--- config.mk ---
export PLATFORM = sky130hd
export DESIGN_NAME = stps_cell
export DESIGN_NICKNAME = d
export VERILOG_FILES = /design/src/session_table_packet_steering_core_macros.svh /design/src/stps_pkg.sv /design/src/stps_cell.sv
export SDC_FILE = /design/constraint.sdc
export NUM_CORES = 1
export LEC_CHECK = 0
export ABC_CLOCK_PERIOD_IN_PS = 32700
export BUFFER_PORTS_ARGS = -buffer_cell sky130_fd_sc_hd__buf_2
export CAP_MARGIN = 5
export CORE_AREA = 10 10 136 138
export DETAILED_ROUTE_END_ITERATION = 6
export DIE_AREA = 0 0 146 148
export PLACE_DENSITY = 0.76
export SETUP_SLACK_MARGIN = 0.4
export SLEW_MARGIN = 15
export SYNTH_ARGS = -nofsm -noshare
export SYNTH_HDL_FRONTEND = slang
export SYNTH_SLANG_ARGS = --single-unit
--- constraint.sdc ---
create_clock -name clock -period 32.7 [get_ports clock]
set_input_delay 6.54 -clock clock [delete_from_list [all_inputs] [get_ports clock]]
set_output_delay 6.54 -clock clock [all_outputs]
set_load 0.01 [all_outputs]
--- src/session_table_packet_steering_core_macros.svh ---
// ---------------------------------------------------------------------------
// Assertion macros for the session table steering core
// Label, clocked property with synchronous reset disable, error report.
// ---------------------------------------------------------------------------
`ifndef SESSION_TABLE_PACKET_STEERING_CORE_MACROS_SVH
`define SESSION_TABLE_PACKET_STEERING_CORE_MACROS_SVH

// Implication checked at every clock edge outside reset.
`define STPS_ASSERT(label, prop, msg) \
   label: assert property (@(posedge clock) disable iff (reset) (prop)) else $error(msg);

// Plain invariant that also holds during reset.
`define STPS_ASSERT_ALWAYS(label, prop, msg) \
   label: assert property (@(posedge clock) (prop)) else $error(msg);

`endif

--- src/stps_pkg.sv ---
// ---------------------------------------------------------------------------
// Session table steering package
// Verdict codes, protocol constants and the tuple carried along the chain.
// ---------------------------------------------------------------------------
package stps_pkg;

   localparam logic [1:0] VERDICT_DROP       = 2'd0;
   localparam logic [1:0] VERDICT_HOST       = 2'd1;
   localparam logic [1:0] VERDICT_REDIRECT   = 2'd2;
   localparam logic [1:0] VERDICT_CONTROLLER = 2'd3;

   localparam logic [15:0] ETHER_IPV4 = 16'h0800;
   localparam logic [15:0] ETHER_ARP  = 16'h0806;
   localparam logic [7:0]  PROTO_TCP  = 8'd6;
   localparam logic [7:0]  PROTO_UDP  = 8'd17;
   localparam logic [7:0]  PROTO_ICMP = 8'd1;
   localparam logic [15:0] LEN_ETH       = 16'd14;
   localparam logic [15:0] LEN_ETH_ARP   = 16'd42;
   localparam logic [15:0] LEN_ETH_IPV4  = 16'd34;
   localparam logic [15:0] LEN_TCP_TOTAL = 16'd54;
   localparam logic [15:0] LEN_UDP_TOTAL = 16'd42;
   localparam logic [15:0] LEN_ICMP_TOTAL = 16'd42;
   localparam logic [15:0] CHAIN_SIDE_PORT = 16'd1;

   localparam logic [0:0] CSR_HOST_PORT  = 1'b0;
   localparam logic [0:0] CSR_CHAIN_PORT = 1'b1;

   typedef struct packed {
      logic [63:0] addr;
      logic [39:0] ports_proto;
   } tuple_type;

   // Probe travelling along the cell row.
   typedef struct packed {
      logic      active;
      logic      insert;
      tuple_type key;
      logic      hit;
      logic      done;
   } probe_type;

endpackage

--- src/stps_cell.sv ---
// ---------------------------------------------------------------------------
// Session table cell
// Holds one entry; compares the passing probe, claims it as the first free
// slot on an insert, and hands the probe to the next cell.
// ---------------------------------------------------------------------------
module stps_cell (
   input  logic                clock,
   input  logic                reset,
   input  stps_pkg::probe_type probe_in,
   output stps_pkg::probe_type probe_out
);
   import stps_pkg::*;

   logic      valid_ff;
   tuple_type entry_ff;
   probe_type probe_ff;
   probe_type probe_in_c;
   logic      match;
   logic      claim;

   assign match = valid_ff && (entry_ff == probe_in.key);
   assign claim = probe_in.active && probe_in.insert && !probe_in.done && !valid_ff;

   always_comb begin
      probe_in_c = probe_in;
      if (probe_in.active && !probe_in.done) begin
         if (match) begin
            probe_in_c.hit  = 1'b1;
            probe_in_c.done = 1'b1;
         end else if (claim) begin
            probe_in_c.done = 1'b1;
         end
      end
   end

   always_ff @(posedge clock) begin
      if (reset) begin
         valid_ff        <= 1'b0;
         probe_ff.active <= 1'b0;
      end else begin
         probe_ff <= probe_in_c;
         if (claim && !match) begin
            valid_ff <= 1'b1;
            entry_ff <= probe_in.key;
         end
      end
   end

   assign probe_out = probe_ff;

endmodule
==> out/results.tsv <==
metric	value	unit
vias	4435	
synthesis.area_per_instance	19.1	um^2
ys_seq_area_frac	0.823	
fp.coreArea	15700	um^2
drtAntennaViolNets	0	
power.leakage	3.69	nW
crit_path_end_kind	flip-flop	
setup_viol	0	
synth_nets	516	
initial_utilization	0.493	
synth_cell_types	28	
grt_max_degree	64	
ir_drop	0.0547	mV
hpwl	12900	um
fmax	123	MHz
finalWeightedCongestion	0.797	
ctsHoldBuffers	0	
fin_tns_setup	0	ns
antenna_found_initial	2	
synthToLayoutAreaGrowth	26.4	%
post-synth-top-area-fraction	0.818	
yosys.area.top_type	edfxtp_1	
dpl-instance-area	9140	um^2
clkLatencyLatePin	0.49	ns
final_nets	760	
status	finished clean	
fin_worst_skew	0.00558	ns
cp.required	32.82	ns
path_class	in2reg	
worst_pin_slew	0.827	ns
cts_tree	built	
io_buffers	217	
grt.overflow.total	0	
r2r_cells	3	
design.die.area	21600	um^2
fillers	1162	
synthTopCellsByArea	edfxtp_1 (82%), xnor2_1 (6.6%), xor2_1 (1.4%)	
r2r_slack	30.34	ns
hold_viol_final	0	
grt_pass1_vias	4847	
cts-resized-gates	0	
final_cells	883	
cts_buffer_depth	3	
first_pass_iters	4	
detail_route.vias_per_cell	5.02	
dpl.cell_count	842	
syn_area	7750	um^2
rsz0062_at_grt	no	
drt_iter0_drc	235	
cts.clk_slew.worst_paths	0.06	ns
period_minus_slack	8.14	ns
start_kind	primary input	
synthCells	406	
grt_pass1_wl	26900	um
design_area	9790	um^2
drv_cap	0	
period_share	0.249	
die_y	148	um
slew_violations	0	
row_count	46	
clock-sinks	213	
ys_seq_elements	213	
drcViolationCount	0	
powerDensity	59.9	nW/um^2
hold_depth	2	
cts-root-buf	clkbuf_16	
drt_wl_total	17300	um
max_slew_margin	0.449	
grt_usage	0.156	
h-tree-depth	1	
ioPinCount	218	
cp_max_fo	63	
layout-drive-gt1-share	0.389	
wl_per_cell	19.6	um
cts_setup_buffers	0	
cp.arrival	8.25	ns
cts_buffers	22	
hold_class	reg2reg	
yosysWarnings	0	
die_w	146	um
[per-layer routing]
| metal | routed length (um) | vias to the layer above | part of all wire | GRT usage |
|---|---|---|---|---|
| li1 | - | 2051 | - | - |
| met1 | 6870 | 2165 | 0.40 | 0.181 |
| met2 | 8620 | 186 | 0.50 | 0.266 |
| met3 | 1520 | 33 | 0.088 | 0.0565 |
| met4 | 324 | 0 | 0.019 | 0.0425 |
| met5 | 0 | - | 0 | 0 |
[synth_stat cells]
cell type	count
edfxtp_1	211
xnor2_1	58
inv_1	27
nand4_1	16
nor2b_1	16
xor2_1	12
nor4_1	9
o22ai_1	9
nand2b_1	7
nor2_1	7
a2111o_1	6
a22o_1	3
nand2_1	3
nor4_2	3
a221oi_1	2
and2b_1	2
dfxtp_1	2
o2111ai_1	2
o221ai_1	2
a2111oi_0	1
and2b_2	1
inv_2	1
nand3b_1	1
nand4_2	1
nor3_1	1
o21ai_0	1
or2_1	1
or3_1	1
[kinds of logic after synthesis]
kind of cell              after synthesis  share of synthesized area
DFF                                   213                      0.823
xor gates and xnor gates               70                     0.0791
and+or+nand+nor                        69                     0.0564
buffers and inverters                  28                     0.0136
AOI/OAI and AO/OA                      26                     0.0279
[sequential cells by signal, summed over array words and instances (netlist names)]
name and count:
entry_ff 104, probe_out 108, valid_ff 1
[path summary, 6_finish.rpt]
| check | startpoint | end |
|---|---|---|
| worst min register to register | valid_ff | valid_ff |
| worst min-delay path | valid_ff | valid_ff |
| worst max-delay path | probe_in[0] | entry_ff[21] |
| worst max register to register | valid_ff | entry_ff[21] |
[per-stage QoR]
stage | hold WS (ns) | util | power, mW | setup WS, ns
6_report | 0.584 | 0.623 | 0.586 | 24.56
5_1_grt | 0.616 | 0.623 | 0.609 | 24.45
4_1_cts | 0.586 | 0.623 | 0.592 | 24.58
3_5_place_dp | 0.559 | 0.581 | 0.368 | 24.05
3_3_place_gp | 0.565 | 0.581 | 0.366 | 24.18
2_1_floorplan | 0.477 | - | 0.343 | 15.22
[placed cells by master, fill, tap and decap left out, drive strengths merged]
| cell type | instances |
|---|---|
| clkinv | 11 |
| a221oi | 2 |
| nand2 | 3 |
| clkbuf | 26 |
| buf | 220 |
| o22ai | 9 |
| nand3b | 1 |
| edfxtp | 211 |
| o221ai | 2 |
| or3 | 1 |
| and2b | 3 |
| inv | 28 |
| nor2 | 7 |
| o2111ai | 2 |
| xnor2 | 58 |
| nor3 | 1 |
| nand4 | 17 |
| nand2b | 7 |
| a2111oi | 1 |
| diode | 2 |
| xor2 | 12 |
| o21ai | 1 |
| dfxtp | 2 |
| nor4 | 12 |
| or2 | 1 |
| a22o | 3 |
| clkinvlp | 2 |
| a2111o | 6 |
| nor2b | 16 |
[power breakdown]
part / internal, mW / switching, mW
registers: 0.315 / 0.00364
logic: 0.0174 / 0.0254
clock network: 0.128 / 0.0969
total: 0.461 / 0.126
[area by class of cell]
cell class                      instances  area, um^2  area share
Antenna cell                            2        5.00    0.000511
Clock buffer                           26         587      0.0599
Clock inverter                         13        67.6     0.00690
Inverter                               28         108      0.0110
Multi-Input combinational cell        165        1270       0.130
Sequential cell                       213        6380       0.651
Tap cell                              216         270      0.0276
Timing Repair Buffer                  220        1110       0.113
[worst max-delay path, cell delays in order]
cell and delay [ns]:
buf_2 0.12, nor4_2 0.26, buf_4 0.50, buf_4 0.74
Note: power is estimated with default switching activity, not from simulation.
